## src/rtl/thumbnail_fit_geometry_assert.svh

```systemverilog
// Assertion macros for the thumbnail geometry block.
// Included by the top level; relies on clock and reset in the including scope.
`ifndef THUMBNAIL_FIT_GEOMETRY_ASSERT_SVH
`define THUMBNAIL_FIT_GEOMETRY_ASSERT_SVH

// Same-cycle implication, disabled during reset.
`define TFG_ASSERT_IMPLIES(label, ante, cons) \
   label: assert property (@(posedge clock) disable iff (reset) (ante) |-> (cons)) \
      else $error("thumbnail_fit_geometry: check failed");

// Next-cycle implication, disabled during reset.
`define TFG_ASSERT_NEXT(label, ante, cons) \
   label: assert property (@(posedge clock) disable iff (reset) (ante) |=> (cons)) \
      else $error("thumbnail_fit_geometry: check failed");

`endif

```

## src/rtl/tfg_pkg.sv

```systemverilog
// Shared constants and types of the thumbnail geometry block.
// No dependencies.
`default_nettype none
package tfg_pkg;
   localparam int DIM_BITS_DEF = 16;
   localparam int LIM_BITS = 20;
   localparam int UNLIMITED_SIDE = 1000000;
   localparam logic [15:0] MARK_MIN_RESET = 16'd200;
   localparam logic [7:0] MARK_MARGIN_RESET = 8'd10;

   localparam logic [1:0] CMD_SCALE = 2'd0;
   localparam logic [1:0] CMD_CROP = 2'd1;
   localparam logic [1:0] CMD_FILL = 2'd2;
   localparam logic [1:0] CMD_NONE = 2'd3;

   localparam logic REG_MARK_MIN = 1'b0;
   localparam logic REG_MARK_MARGIN = 1'b1;

   typedef struct packed {
      logic [1:0] cmd;
      logic       g_top;
      logic       g_bottom;
      logic       g_left;
      logic       g_right;
      logic       mark_allowed;
      logic       bad;
      logic       resized;
      logic       width_case;
   } ctl_type;
endpackage
`default_nettype wire

```

## src/rtl/tfg_setup.sv

```systemverilog
// Front stages: box limits, cross products, resize decision and divider seed.
// Depends on tfg_pkg.
`default_nettype none
module tfg_setup #(
   parameter int DIM_BITS = tfg_pkg::DIM_BITS_DEF
) (
   input  wire                         clock,
   input  wire                         reset,
   input  wire                         adv,
   input  wire                         in_valid,
   input  tfg_pkg::ctl_type            in_ctl,
   input  wire [DIM_BITS-1:0]          src_w,
   input  wire [DIM_BITS-1:0]          src_h,
   input  wire [DIM_BITS-1:0]          box_w,
   input  wire [DIM_BITS-1:0]          box_h,
   input  wire [DIM_BITS-1:0]          mark_w,
   input  wire [DIM_BITS-1:0]          mark_h,
   output logic                        stage_a_valid,
   output logic                        out_valid,
   output tfg_pkg::ctl_type            out_ctl,
   output logic [7*DIM_BITS-1:0]       out_ctx,
   output logic [DIM_BITS:0]           out_rem,
   output logic [DIM_BITS:0]           out_low,
   output logic [DIM_BITS:0]           out_div
);
   import tfg_pkg::*;

   localparam int LW = (DIM_BITS > LIM_BITS) ? DIM_BITS : LIM_BITS;
   localparam int PW = LW + DIM_BITS;
   localparam int NW = PW + 2;
   localparam int QW = DIM_BITS + 1;

   logic [LW-1:0] lw_c, lh_c;
   logic          res_c, bad_c;
   ctl_type       ctl_c;

   logic                va_ff;
   ctl_type             ctla_ff;
   logic [DIM_BITS-1:0] wa_ff, ha_ff, bwa_ff, bha_ff, mwa_ff, mha_ff, lwa_ff, lha_ff;
   logic [PW-1:0]       m1_ff, m2_ff;

   logic          wc_c;
   logic [PW-1:0] n_c;
   logic [DIM_BITS-1:0] d_c, fix_c;
   logic [NW-1:0] num_c;
   ctl_type       ctlb_c;

   logic                vb_ff;
   ctl_type             ctlb_ff;
   logic [7*DIM_BITS-1:0] ctx_ff;
   logic [QW-1:0]       rem_ff, low_ff, div_ff;

   always_comb begin
      lw_c = ((in_ctl.cmd == CMD_SCALE) && (box_w == '0)) ? LW'(UNLIMITED_SIDE) : LW'(box_w);
      lh_c = ((in_ctl.cmd == CMD_SCALE) && (box_h == '0)) ? LW'(UNLIMITED_SIDE) : LW'(box_h);
      bad_c = (src_w == '0) || (src_h == '0);
      case (in_ctl.cmd)
         CMD_SCALE: res_c = (LW'(src_w) > lw_c) || (LW'(src_h) > lh_c);
         CMD_CROP:  res_c = (box_w < src_w) && (box_h < src_h);
         CMD_FILL:  res_c = (src_w > box_w) || (src_h > box_h);
         default:   res_c = 1'b0;
      endcase
      ctl_c = in_ctl;
      ctl_c.bad = bad_c;
      ctl_c.resized = res_c && !bad_c;
      ctl_c.width_case = 1'b0;
   end

   // Stage A: products and decision.
   always_ff @(posedge clock) begin
      if (reset) begin
         va_ff <= 1'b0;
      end else if (adv) begin
         va_ff <= in_valid;
      end
      if (adv) begin
         ctla_ff <= ctl_c;
         wa_ff <= src_w;
         ha_ff <= src_h;
         bwa_ff <= box_w;
         bha_ff <= box_h;
         mwa_ff <= mark_w;
         mha_ff <= mark_h;
         lwa_ff <= lw_c[DIM_BITS-1:0];
         lha_ff <= lh_c[DIM_BITS-1:0];
         m1_ff <= PW'(lw_c) * PW'(src_h);
         m2_ff <= PW'(lh_c) * PW'(src_w);
      end
   end

   always_comb begin
      wc_c = (ctla_ff.cmd == CMD_CROP) ? (m1_ff >= m2_ff) : (m1_ff < m2_ff);
      n_c = wc_c ? m1_ff : m2_ff;
      d_c = wc_c ? wa_ff : ha_ff;
      fix_c = wc_c ? lwa_ff : lha_ff;
      num_c = NW'({n_c, 1'b0}) + NW'(d_c);
      ctlb_c = ctla_ff;
      ctlb_c.width_case = wc_c;
   end

   // Stage B: seed of the rounded division (2n+d)/(2d).
   always_ff @(posedge clock) begin
      if (reset) begin
         vb_ff <= 1'b0;
      end else if (adv) begin
         vb_ff <= va_ff;
      end
      if (adv) begin
         ctlb_ff <= ctlb_c;
         ctx_ff <= {fix_c, mha_ff, mwa_ff, bha_ff, bwa_ff, ha_ff, wa_ff};
         rem_ff <= num_c[2*QW-1:QW];
         low_ff <= num_c[QW-1:0];
         div_ff <= {d_c, 1'b0};
      end
   end

   assign stage_a_valid = va_ff;
   assign out_valid = vb_ff;
   assign out_ctl = ctlb_ff;
   assign out_ctx = ctx_ff;
   assign out_rem = rem_ff;
   assign out_low = low_ff;
   assign out_div = div_ff;
endmodule
`default_nettype wire

```

## src/rtl/tfg_div_cell.sv

```systemverilog
// One restoring-division cell: resolves one quotient bit and passes the item on.
// Depends on tfg_pkg.
`default_nettype none
module tfg_div_cell #(
   parameter int DIM_BITS = tfg_pkg::DIM_BITS_DEF
) (
   input  wire                     clock,
   input  wire                     reset,
   input  wire                     adv,
   input  wire                     in_valid,
   input  tfg_pkg::ctl_type        in_ctl,
   input  wire [7*DIM_BITS-1:0]    in_ctx,
   input  wire [DIM_BITS:0]        in_rem,
   input  wire [DIM_BITS:0]        in_low,
   input  wire [DIM_BITS:0]        in_div,
   output logic                    out_valid,
   output tfg_pkg::ctl_type        out_ctl,
   output logic [7*DIM_BITS-1:0]   out_ctx,
   output logic [DIM_BITS:0]       out_rem,
   output logic [DIM_BITS:0]       out_low,
   output logic [DIM_BITS:0]       out_div
);
   import tfg_pkg::*;

   localparam int QW = DIM_BITS + 1;

   logic [QW:0]   trial;
   logic          ge;
   logic [QW-1:0] rem_in;

   logic                  valid_ff;
   ctl_type               ctl_ff;
   logic [7*DIM_BITS-1:0] ctx_ff;
   logic [QW-1:0]         rem_ff, low_ff, div_ff;

   always_comb begin
      trial = {in_rem, in_low[QW-1]};
      ge = trial >= {1'b0, in_div};
      rem_in = ge ? QW'(trial - {1'b0, in_div}) : trial[QW-1:0];
   end

   always_ff @(posedge clock) begin
      if (reset) begin
         valid_ff <= 1'b0;
      end else if (adv) begin
         valid_ff <= in_valid;
      end
      if (adv) begin
         ctl_ff <= in_ctl;
         ctx_ff <= in_ctx;
         rem_ff <= rem_in;
         low_ff <= {in_low[QW-2:0], ge};
         div_ff <= in_div;
      end
   end

   assign out_valid = valid_ff;
   assign out_ctl = ctl_ff;
   assign out_ctx = ctx_ff;
   assign out_rem = rem_ff;
   assign out_low = low_ff;
   assign out_div = div_ff;
endmodule
`default_nettype wire

```

## src/rtl/tfg_finish.sv

```systemverilog
// Back stages: resize sides, canvas extent and gravity offsets, watermark placement.
// Depends on tfg_pkg.
`default_nettype none
module tfg_finish #(
   parameter int DIM_BITS = tfg_pkg::DIM_BITS_DEF
) (
   input  wire                     clock,
   input  wire                     reset,
   input  wire                     adv,
   input  wire [15:0]              mark_min,
   input  wire [7:0]               mark_margin,
   input  wire                     in_valid,
   input  tfg_pkg::ctl_type        in_ctl,
   input  wire [7*DIM_BITS-1:0]    in_ctx,
   input  wire [DIM_BITS:0]        in_quot,
   output logic                    out_valid,
   output logic                    bad_size,
   output logic                    resized,
   output logic [DIM_BITS-1:0]     resize_width,
   output logic [DIM_BITS-1:0]     resize_height,
   output logic                    extended,
   output logic [DIM_BITS:0]       canvas_dx,
   output logic [DIM_BITS:0]       canvas_dy,
   output logic [DIM_BITS-1:0]     final_width,
   output logic [DIM_BITS-1:0]     final_height,
   output logic                    watermarked,
   output logic [DIM_BITS:0]       mark_x,
   output logic [DIM_BITS:0]       mark_y
);
   import tfg_pkg::*;

   localparam int D = DIM_BITS;
   localparam int MW = (DIM_BITS > 16) ? DIM_BITS : 16;

   function automatic logic [DIM_BITS:0] grav_off(input logic near, input logic far,
                                                  input logic [DIM_BITS-1:0] box,
                                                  input logic [DIM_BITS-1:0] size);
      logic signed [DIM_BITS+1:0] gap;
      logic signed [DIM_BITS+1:0] half;
      logic signed [DIM_BITS+1:0] res;
      gap = $signed({2'b00, box}) - $signed({2'b00, size});
      // Halve with truncation toward zero.
      half = (gap + $signed({{(DIM_BITS+1){1'b0}}, gap[DIM_BITS+1]})) >>> 1;
      if (near) res = '0;
      else if (far) res = -gap;
      else res = -half;
      return res[DIM_BITS:0];
   endfunction

   logic [D-1:0] w, h, bw, bh, mw, mh, fix, q;
   logic [D-1:0] rw_c, rh_c, cw_c, ch_c, fw_c, fh_c;
   logic         ext_c;
   logic [D:0]   ox_c, oy_c;

   logic         v1_ff, bad1_ff, res1_ff, ext1_ff, allow1_ff;
   logic [D-1:0] rw1_ff, rh1_ff, fw1_ff, fh1_ff, mw1_ff, mh1_ff;
   logic [D:0]   ox1_ff, oy1_ff;

   logic         wm_c;
   logic [D+1:0] mx_c, my_c;

   logic         v2_ff, bad2_ff, res2_ff, ext2_ff, wm2_ff;
   logic [D-1:0] rw2_ff, rh2_ff, fw2_ff, fh2_ff;
   logic [D:0]   ox2_ff, oy2_ff, mx2_ff, my2_ff;

   always_comb begin
      {fix, mh, mw, bh, bw, h, w} = in_ctx;
      q = in_quot[D-1:0];
      rw_c = in_ctl.resized ? (in_ctl.width_case ? fix : q) : '0;
      rh_c = in_ctl.resized ? (in_ctl.width_case ? q : fix) : '0;
      cw_c = in_ctl.resized ? rw_c : w;
      ch_c = in_ctl.resized ? rh_c : h;
      ext_c = ((in_ctl.cmd == CMD_CROP) || (in_ctl.cmd == CMD_FILL)) &&
              ((cw_c != bw) || (ch_c != bh)) && !in_ctl.bad;
      ox_c = ext_c ? grav_off(in_ctl.g_left, in_ctl.g_right, bw, cw_c) : '0;
      oy_c = ext_c ? grav_off(in_ctl.g_top, in_ctl.g_bottom, bh, ch_c) : '0;
      fw_c = in_ctl.bad ? '0 : (ext_c ? bw : cw_c);
      fh_c = in_ctl.bad ? '0 : (ext_c ? bh : ch_c);
   end

   always_ff @(posedge clock) begin
      if (reset) begin
         v1_ff <= 1'b0;
      end else if (adv) begin
         v1_ff <= in_valid;
      end
      if (adv) begin
         bad1_ff <= in_ctl.bad;
         res1_ff <= in_ctl.resized;
         rw1_ff <= rw_c;
         rh1_ff <= rh_c;
         ext1_ff <= ext_c;
         ox1_ff <= ox_c;
         oy1_ff <= oy_c;
         fw1_ff <= fw_c;
         fh1_ff <= fh_c;
         allow1_ff <= in_ctl.mark_allowed && !in_ctl.bad;
         mw1_ff <= mw;
         mh1_ff <= mh;
      end
   end

   always_comb begin
      wm_c = allow1_ff &&
             (MW'(fw1_ff) >= MW'(mark_min)) && (MW'(fh1_ff) >= MW'(mark_min)) &&
             ({1'b0, fw1_ff} >= {mw1_ff, 1'b0}) && ({1'b0, fh1_ff} >= {mh1_ff, 1'b0});
      mx_c = (D+2)'(fw1_ff) - (D+2)'(mw1_ff) - (D+2)'(mark_margin);
      my_c = (D+2)'(fh1_ff) - (D+2)'(mh1_ff) - (D+2)'(mark_margin);
   end

   always_ff @(posedge clock) begin
      if (reset) begin
         v2_ff <= 1'b0;
      end else if (adv) begin
         v2_ff <= v1_ff;
      end
      if (adv) begin
         bad2_ff <= bad1_ff;
         res2_ff <= res1_ff;
         rw2_ff <= rw1_ff;
         rh2_ff <= rh1_ff;
         ext2_ff <= ext1_ff;
         ox2_ff <= ox1_ff;
         oy2_ff <= oy1_ff;
         fw2_ff <= fw1_ff;
         fh2_ff <= fh1_ff;
         wm2_ff <= wm_c;
         mx2_ff <= wm_c ? mx_c[D:0] : '0;
         my2_ff <= wm_c ? my_c[D:0] : '0;
      end
   end

   assign out_valid = v2_ff;
   assign bad_size = bad2_ff;
   assign resized = res2_ff;
   assign resize_width = rw2_ff;
   assign resize_height = rh2_ff;
   assign extended = ext2_ff;
   assign canvas_dx = ox2_ff;
   assign canvas_dy = oy2_ff;
   assign final_width = fw2_ff;
   assign final_height = fh2_ff;
   assign watermarked = wm2_ff;
   assign mark_x = mx2_ff;
   assign mark_y = my2_ff;
endmodule
`default_nettype wire

```

## src/rtl/thumbnail_fit_geometry.sv

```systemverilog
// Thumbnail fit geometry, top level. Each request transaction carries a source image
// size, a mode (scale to fit, scale and crop, scale and fill) and a target box; the
// response transaction gives the resize size, canvas extent and gravity offset, the
// final size and the watermark position. The block takes one request per clock unless
// the response is stalled, and returns one response per request, in order, through
// two setup stages (cross products, then divider seed), a row of DIM_BITS+1 division
// cells that each settle one quotient bit of the round-half-up division, and two
// finishing stages whose last register is the response register. The whole row
// advances together whenever the response register is empty or being taken, so a
// stalled response holds every stage. Depends on tfg_pkg, tfg_setup, tfg_div_cell,
// tfg_finish and thumbnail_fit_geometry_assert.svh.
`default_nettype none
module thumbnail_fit_geometry #(
   parameter int DIM_BITS = tfg_pkg::DIM_BITS_DEF
) (
   input  wire                              clock,
   input  wire                              reset,
   // req_tdata: src_width, src_height, box_width, box_height, anchor top,
   // anchor bottom, anchor left, anchor right, mark_allowed, mark_width, mark_height
   input  wire                              req_tvalid,
   output logic                             req_tready,
   input  wire [((6*DIM_BITS+5+7)/8)*8-1:0] req_tdata,
   // req_tuser: command
   input  wire [1:0]                        req_tuser,
   // rsp_tdata: resized, resize_width, resize_height, extended, canvas x shift,
   // canvas y shift, final_width, final_height, watermarked, mark_x, mark_y
   output logic                             rsp_tvalid,
   input  wire                              rsp_tready,
   output logic [((8*DIM_BITS+7+7)/8)*8-1:0] rsp_tdata,
   // rsp_tuser: bad_size
   output logic                             rsp_tuser,
   input  wire                              csr_psel,
   input  wire                              csr_penable,
   input  wire                              csr_pwrite,
   input  wire [2:0]                        csr_paddr,
   input  wire [31:0]                       csr_pwdata,
   output logic [31:0]                      csr_prdata,
   output logic                             csr_pready
);
   import tfg_pkg::*;

   localparam int D = DIM_BITS;
   localparam int QW = DIM_BITS + 1;
   localparam int REQ_W = ((6*DIM_BITS+5+7)/8)*8;
   localparam int RSP_W = ((8*DIM_BITS+7+7)/8)*8;
   localparam int RSP_USED = 8*DIM_BITS+7;

   logic [15:0] mark_min_ff, mark_min_in;
   logic [7:0]  mark_margin_ff, mark_margin_in;
   logic        csr_wr;
   logic        adv;

   ctl_type             req_ctl;
   logic [D-1:0]        sw, sh, bw, bh, mw, mh;
   logic                stage_a_valid;

   logic                  c_valid [0:QW];
   ctl_type               c_ctl   [0:QW];
   logic [7*D-1:0]        c_ctx   [0:QW];
   logic [QW-1:0]         c_rem   [0:QW];
   logic [QW-1:0]         c_low   [0:QW];
   logic [QW-1:0]         c_div   [0:QW];

   logic          f_bad, f_res, f_ext, f_wm;
   logic [D-1:0]  f_rw, f_rh, f_fw, f_fh;
   logic [D:0]    f_ox, f_oy, f_mx, f_my;

   // Configuration: write at the access phase, low address bits ignored.
   assign csr_pready = 1'b1;
   assign csr_wr = csr_psel && csr_penable && csr_pwrite;

   always_comb begin
      mark_min_in = mark_min_ff;
      mark_margin_in = mark_margin_ff;
      if (csr_wr) begin
         case (csr_paddr[2])
            REG_MARK_MIN:    mark_min_in = csr_pwdata[15:0];
            REG_MARK_MARGIN: mark_margin_in = csr_pwdata[7:0];
            default:         mark_min_in = mark_min_ff;
         endcase
      end
      case (csr_paddr[2])
         REG_MARK_MIN:    csr_prdata = {16'd0, mark_min_ff};
         REG_MARK_MARGIN: csr_prdata = {24'd0, mark_margin_ff};
         default:         csr_prdata = '0;
      endcase
   end

   always_ff @(posedge clock) begin
      if (reset) begin
         mark_min_ff <= MARK_MIN_RESET;
         mark_margin_ff <= MARK_MARGIN_RESET;
      end else begin
         mark_min_ff <= mark_min_in;
         mark_margin_ff <= mark_margin_in;
      end
   end

   // Advance the whole row whenever the response register can take a new item.
   assign adv = !rsp_tvalid || rsp_tready;
   assign req_tready = adv;

   // Unpack the request.
   always_comb begin
      sw = req_tdata[0*D +: D];
      sh = req_tdata[1*D +: D];
      bw = req_tdata[2*D +: D];
      bh = req_tdata[3*D +: D];
      req_ctl = '0;
      req_ctl.cmd = req_tuser;
      req_ctl.g_top = req_tdata[4*D];
      req_ctl.g_bottom = req_tdata[4*D+1];
      req_ctl.g_left = req_tdata[4*D+2];
      req_ctl.g_right = req_tdata[4*D+3];
      req_ctl.mark_allowed = req_tdata[4*D+4];
      mw = req_tdata[4*D+5 +: D];
      mh = req_tdata[5*D+5 +: D];
   end

   tfg_setup #(.DIM_BITS(DIM_BITS)) u_setup (
      .clock         (clock),
      .reset         (reset),
      .adv           (adv),
      .in_valid      (req_tvalid),
      .in_ctl        (req_ctl),
      .src_w         (sw),
      .src_h         (sh),
      .box_w         (bw),
      .box_h         (bh),
      .mark_w        (mw),
      .mark_h        (mh),
      .stage_a_valid (stage_a_valid),
      .out_valid     (c_valid[0]),
      .out_ctl       (c_ctl[0]),
      .out_ctx       (c_ctx[0]),
      .out_rem       (c_rem[0]),
      .out_low       (c_low[0]),
      .out_div       (c_div[0])
   );

   // Division row: one cell per quotient bit, most significant first.
   for (genvar i = 0; i < QW; i++) begin : g_cell
      tfg_div_cell #(.DIM_BITS(DIM_BITS)) u_cell (
         .clock     (clock),
         .reset     (reset),
         .adv       (adv),
         .in_valid  (c_valid[i]),
         .in_ctl    (c_ctl[i]),
         .in_ctx    (c_ctx[i]),
         .in_rem    (c_rem[i]),
         .in_low    (c_low[i]),
         .in_div    (c_div[i]),
         .out_valid (c_valid[i+1]),
         .out_ctl   (c_ctl[i+1]),
         .out_ctx   (c_ctx[i+1]),
         .out_rem   (c_rem[i+1]),
         .out_low   (c_low[i+1]),
         .out_div   (c_div[i+1])
      );
   end

   tfg_finish #(.DIM_BITS(DIM_BITS)) u_finish (
      .clock         (clock),
      .reset         (reset),
      .adv           (adv),
      .mark_min      (mark_min_ff),
      .mark_margin   (mark_margin_ff),
      .in_valid      (c_valid[QW]),
      .in_ctl        (c_ctl[QW]),
      .in_ctx        (c_ctx[QW]),
      .in_quot       (c_low[QW]),
      .out_valid     (rsp_tvalid),
      .bad_size      (f_bad),
      .resized       (f_res),
      .resize_width  (f_rw),
      .resize_height (f_rh),
      .extended      (f_ext),
      .canvas_dx     (f_ox),
      .canvas_dy     (f_oy),
      .final_width   (f_fw),
      .final_height  (f_fh),
      .watermarked   (f_wm),
      .mark_x        (f_mx),
      .mark_y        (f_my)
   );

   // Pack the response, first field lowest.
   assign rsp_tdata = RSP_W'({f_my, f_mx, f_wm, f_fh, f_fw, f_oy, f_ox, f_ext,
                              f_rh, f_rw, f_res});
   assign rsp_tuser = f_bad;

   `include "thumbnail_fit_geometry_assert.svh"

   `TFG_ASSERT_IMPLIES(a_bad_clears, rsp_tvalid && rsp_tuser, rsp_tdata[RSP_USED-1:0] == '0)
   `TFG_ASSERT_IMPLIES(a_mark_min, rsp_tvalid && f_wm, (32'(f_fw) >= 32'(mark_min_ff)) && (32'(f_fh) >= 32'(mark_min_ff)))
   `TFG_ASSERT_NEXT(a_accept_enters, req_tvalid && req_tready, stage_a_valid)
   `TFG_ASSERT_IMPLIES(a_no_resize_zero, rsp_tvalid && !f_res, (f_rw == '0) && (f_rh == '0))

   logic unused_req;
   assign unused_req = ^{req_tdata[REQ_W-1:6*D+5], csr_paddr[1:0], csr_pwdata[31:16]};
endmodule
`default_nettype wire
```

## config.mk

```make
export PLATFORM = sky130hd
export DESIGN_NAME = thumbnail_fit_geometry
export DESIGN_NICKNAME = d
export VERILOG_FILES = /design/src/rtl/tfg_pkg.sv /design/src/rtl/tfg_setup.sv /design/src/rtl/tfg_div_cell.sv /design/src/rtl/tfg_finish.sv /design/src/rtl/thumbnail_fit_geometry.sv
export VERILOG_INCLUDE_DIRS = /design/src /design/src/rtl
export SDC_FILE = /design/constraint.sdc
export NUM_CORES = 2
export LEC_CHECK = 0
export ABC_AREA = 1
export BUFFER_PORTS_ARGS = -buffer_cell sky130_fd_sc_hd__buf_4
export CORE_MARGIN = 1.5
export CORE_UTILIZATION = 35
export CTS_BUF_LIST = sky130_fd_sc_hd__clkbuf_16
export CTS_CLUSTER_SIZE = 8
export DETAILED_ROUTE_END_ITERATION = 8
export SLEW_MARGIN = 20
export SYNTH_ARGS = -nofsm -noshare
export SYNTH_HDL_FRONTEND = slang
export SYNTH_SLANG_ARGS = --single-unit
export TNS_END_PERCENT = 5
```

## constraint.sdc

```tcl
create_clock -name clock -period 187.1 [get_ports clock]
set_clock_uncertainty 0.05 [all_clocks]
set_input_delay 37.42 -clock clock [delete_from_list [all_inputs] [get_ports clock]]
set_output_delay 37.42 -clock clock [all_outputs]
set_load 0.01 [all_outputs]
```

==> impl_summary.log <==
INFO  metric status = finished, final reports clean
INFO  metric core_area = 448000 um^2
INFO  metric dp.final_hpwl = 228 mm
INFO  metric cts_resized = 0
INFO  metric die_height = 674 um
INFO  metric ys_ff_latch = 3553
INFO  metric crit_path_end = req_tready
INFO  metric detail_route.wl_per_cell = 17.6 um
INFO  metric drtPass1Iterations = 5
INFO  metric cts_sinks = 3553
INFO  metric place_inst = 17700
INFO  metric slew_headroom = 0.261
INFO  metric hold_class = flip-flop to flip-flop
INFO  metric ios = 320
INFO  metric postRouteAntennaNets = 0
INFO  metric met2_usage = 0.239
INFO  metric synth.area.top_cells = sky130_fd_sc_hd__edfxtp_1, sky130_fd_sc_hd__fa_1, sky130_fd_sc_hd__ha_1, sky130_fd_sc_hd__inv_1, sky130_fd_sc_hd__nand2_1
INFO  metric clk_tree_root_cell = sky130_fd_sc_hd__clkbuf_16
INFO  metric global_route.overflow_total = 0
INFO  metric drt_iter0_markers = 5772
INFO  metric vias = 84300
INFO  metric globalRouteMet1Util = 0.179
INFO  metric cts_hold_buffers = 0
INFO  metric yosys.area.top_type_share = 0.668
INFO  metric yosysSeqAreaShare = 0.674
INFO  metric irDropWorstVdd = 20.8 uV
INFO  metric gp_congestion = 0.884
INFO  metric buffer_ports.inserted = 280
INFO  metric cap_viol_max_count = 0
INFO  metric grt_start_max_net_pins = 197
INFO  metric timing.final.max_slew_violations = 0
INFO  metric worst_hold_startpoint = g_cell[0].u_cell.out_ctx[74]
INFO  metric final_design_area_no_fill = 181000 um^2
INFO  metric synth_cell_type_count = 60
INFO  metric groute.usage.overall = 0.141
INFO  metric crit_path_start = rsp_tready
INFO  metric clock_slew_at_the_register_clock_pins_of_the_worst_setup_and_hold_paths = 0.04 ns
INFO  metric worst_r2r_startpoint = u_finish.out_valid
INFO  metric totalNegativeSetupSlack = 0 ns
INFO  metric worst_slew_pin_slew = 1.11 ns
INFO  metric cts-buffers-inserted = 519
INFO  metric via_per_inst = 4.60
INFO  metric worst-endpoint-arrival = 38.33 ns
INFO  metric setup_viol = 0
INFO  metric worst_setup_path_end_kind = primary output
INFO  metric clock.fmax = 13.2 MHz
INFO  metric gr_peak_layer = met2
INFO  metric met3_track_utilization_from_global_routing = 0.0233
INFO  metric grt_first_pass_wirelength = 495 mm
INFO  metric cts_tree = done
INFO  metric crit_fanout = 62
INFO  metric floorplan.rows = 246
INFO  metric placed_inst_area = 167000 um^2
INFO  metric synth_area = 158000 um^2
INFO  metric share_of_final_layout_standard_cells_stronger_than_drive_strength_1 = 0.0884
INFO  metric finalHoldViolations = 0
INFO  metric syn2layout_area_growth = 15.0%
INFO  metric post_layout_nonfiller_instances = 18300
INFO  metric initial_core_util = 0.351
INFO  metric synth-edff-count = 3508
INFO  metric synth_area_leader_cell = sky130_fd_sc_hd__edfxtp_1
INFO  metric first_global_vias = 85100
INFO  metric crit_type = input pin to primary output
INFO  metric clk-insertion-delay-late = 1.02 ns
INFO  metric routed_wirelength = 323 mm
INFO  metric drc = 0
INFO  metric fin_crit_sh = 0.405
INFO  metric worst_r2r_path_depth = 13
INFO  metric number_of_antenna_violations_at_the_first_check_in_global_routing = 11
INFO  metric htree_levels = 6
INFO  metric nNetsFinal = 13700
INFO  metric leakagePower = 0.0761 uW
INFO  metric cts_setup_buffers = 0
INFO  metric syn_area_per_cell = 13.5 um^2
INFO  metric power.density = 18.3 nW/um^2
INFO  metric final.min_clock_period = 75.80 ns
INFO  metric post_synth_inst_count = 11700
INFO  metric die_x = 674 um
INFO  metric async_flop_share = 0
INFO  metric critical_path.reg2reg.endpoint = g_cell[0].u_cell.out_rem[14]
INFO  metric cp.required = 149.63 ns
INFO  metric ff2ff_setup_slack = 178.95 ns
INFO  metric ys_warn_count = 0
INFO  metric rsz0062_at_grt = no
INFO  metric dieArea = 454000 um^2
INFO  metric clockBufferDepth = 4
INFO  metric start_kind = input pin
INFO  metric ys.flop_type = sky130_fd_sc_hd__edfxtp_1
==> sequential cells by signal (all words and copies together), names as in the netlist, 17 cells and up <==
register                 cells
g_cell.u_cell.out_div      241
u_finish.mark_x             17
g_cell.u_cell.out_low      271
u_finish.canvas_dx          17
u_finish.oy1_ff             17
u_setup.m1_ff               36
u_finish.ox1_ff             17
u_setup.out_rem             17
u_setup.out_ctx            112
u_finish.canvas_dy          17
g_cell.u_cell.out_valid     17
g_cell.u_cell.out_rem      272
g_cell.u_cell.out_ctl      170
u_setup.m2_ff               36
g_cell.u_cell.out_ctx     1904
u_finish.mark_y             17
u_setup.out_low             17
==> placed cells by master (no fill, tap or decap), drive strengths merged, types with 4 or more instances in the layout <==
cell / synthesis / layout
o31ai: 44 / 44
nand3: 247 / 247
inv: 1795 / 1846
and2: 15 / 15
a211oi: 21 / 21
clkinv: 5 / 55
o211ai: 27 / 27
a211o: 9 / 9
a221oi: 19 / 19
a31oi: 27 / 27
o21ai: 578 / 578
conb: 2 / 18
buf: 47 / 352
o21a: 33 / 33
or3: 7 / 7
ha: 754 / 754
o2111ai: 6 / 6
nor2: 636 / 636
clkbuf: 224 / 523
nand4: 89 / 89
nand2: 1812 / 1812
nand3b: 14 / 14
dfxtp: 45 / 45
xor2: 214 / 214
diode: 0 / 9
a21o: 18 / 18
nor4: 24 / 24
edfxtp: 3508 / 3508
o21bai: 18 / 18
a21boi: 13 / 13
xnor2: 152 / 152
a21oi: 643 / 643
nor3: 69 / 69
o221ai: 4 / 4
or2: 5 / 5
fa: 527 / 527
==> how the worst min path moves through the flow <==
| stage | endpoint | cells after the start |
|---|---|---|
| after floorplan | g_cell[0].u_cell.out_ctl[0] | 0 |
| after global placement | g_cell[15].u_cell.out_low[2] | 0 |
| after detailed placement | g_cell[0].u_cell.out_ctl[3] | 0 |
| after CTS | g_cell[8].u_cell.out_ctx[42] | 0 |
| after global routing | g_cell[8].u_cell.out_ctx[42] | 0 |
| final | g_cell[1].u_cell.out_ctx[74] | 0 |
==> Yosys cell counts, drive strengths merged, types with 14 or more instances <==
cell type / number
a211oi: 21
a21o: 18
a21oi: 643
a221oi: 19
a31oi: 27
and2: 15
buf: 47
clkbuf: 224
dfxtp: 45
edfxtp: 3508
fa: 527
ha: 754
inv: 1795
nand2: 1812
nand3: 247
nand3b: 14
nand4: 89
nor2: 636
nor3: 69
nor4: 24
o211ai: 27
o21a: 33
o21ai: 578
o21bai: 18
o31ai: 44
xnor2: 152
xor2: 214
==> cell type report <==
| class | count | area [um^2] |
|---|---|---|
| timing repair buffer | 352 | 2760 |
| antenna | 9 | 22.5 |
| sequential | 3553 | 106000 |
| clock inverter | 102 | 1380 |
| inverter | 1800 | 6770 |
| tap | 5952 | 7450 |
| fill | 41100 | 267000 |
| clock buffer | 523 | 13100 |
| multi-input combinational | 6052 | 43500 |
==> critical path: stages <==
cell,delay (ns)
sky130_fd_sc_hd__buf_4,0.11
sky130_fd_sc_hd__nor2_1,0.09
sky130_fd_sc_hd__buf_4,0.26
sky130_fd_sc_hd__inv_8,0.20
sky130_fd_sc_hd__buf_4,0.22
==> layer usage <==
| metal | share of wire | vias to the layer above |
|---|---|---|
| li1 | - | 41100 |
| met1 | 0.43 | 40600 |
| met2 | 0.48 | 1926 |
| met3 | 0.050 | 671 |
| met4 | 0.042 | 0 |
| met5 | 0 | - |
==> metrics by stage <==
step	setup slack, ns	total power (uW)	hold slack (ns)	utilization
finish	111.30	3310	0.300	0.404
CTS	111.28	3340	0.296	0.404
global placement	111.28	2490	0.350	0.372
global route	111.24	3560	0.310	0.404
detailed placement	111.29	2500	0.355	0.372
floorplan	17.34	2140	0.350	-
==> power breakdown <==
| part | switching (uW) | total (uW) | internal, uW |
|---|---|---|---|
| Sequential | 88.5 | 1240 | 1160 |
| Clock | 326 | 825 | 499 |
| Combinational | 789 | 1240 | 452 |
==> cell families (layout without fill, tap and decap cells) <==
| kind of cell | count (synthesis) | count (layout) | synth area share |
|---|---|---|---|
| compound gates | 1466 | 1466 | 0.0509 |
| xor+xnor | 366 | 366 | 0.0203 |
| fa+ha+maj | 1281 | 1281 | 0.127 |
| buf+inv | 2071 | 2777 | 0.0501 |
| flops | 3553 | 3553 | 0.674 |
| other cells | 2 | 27 | 0.0000477 |
| simple gates | 2921 | 2921 | 0.0777 |
No activity file was read; power rests on OpenSTA's default activity.
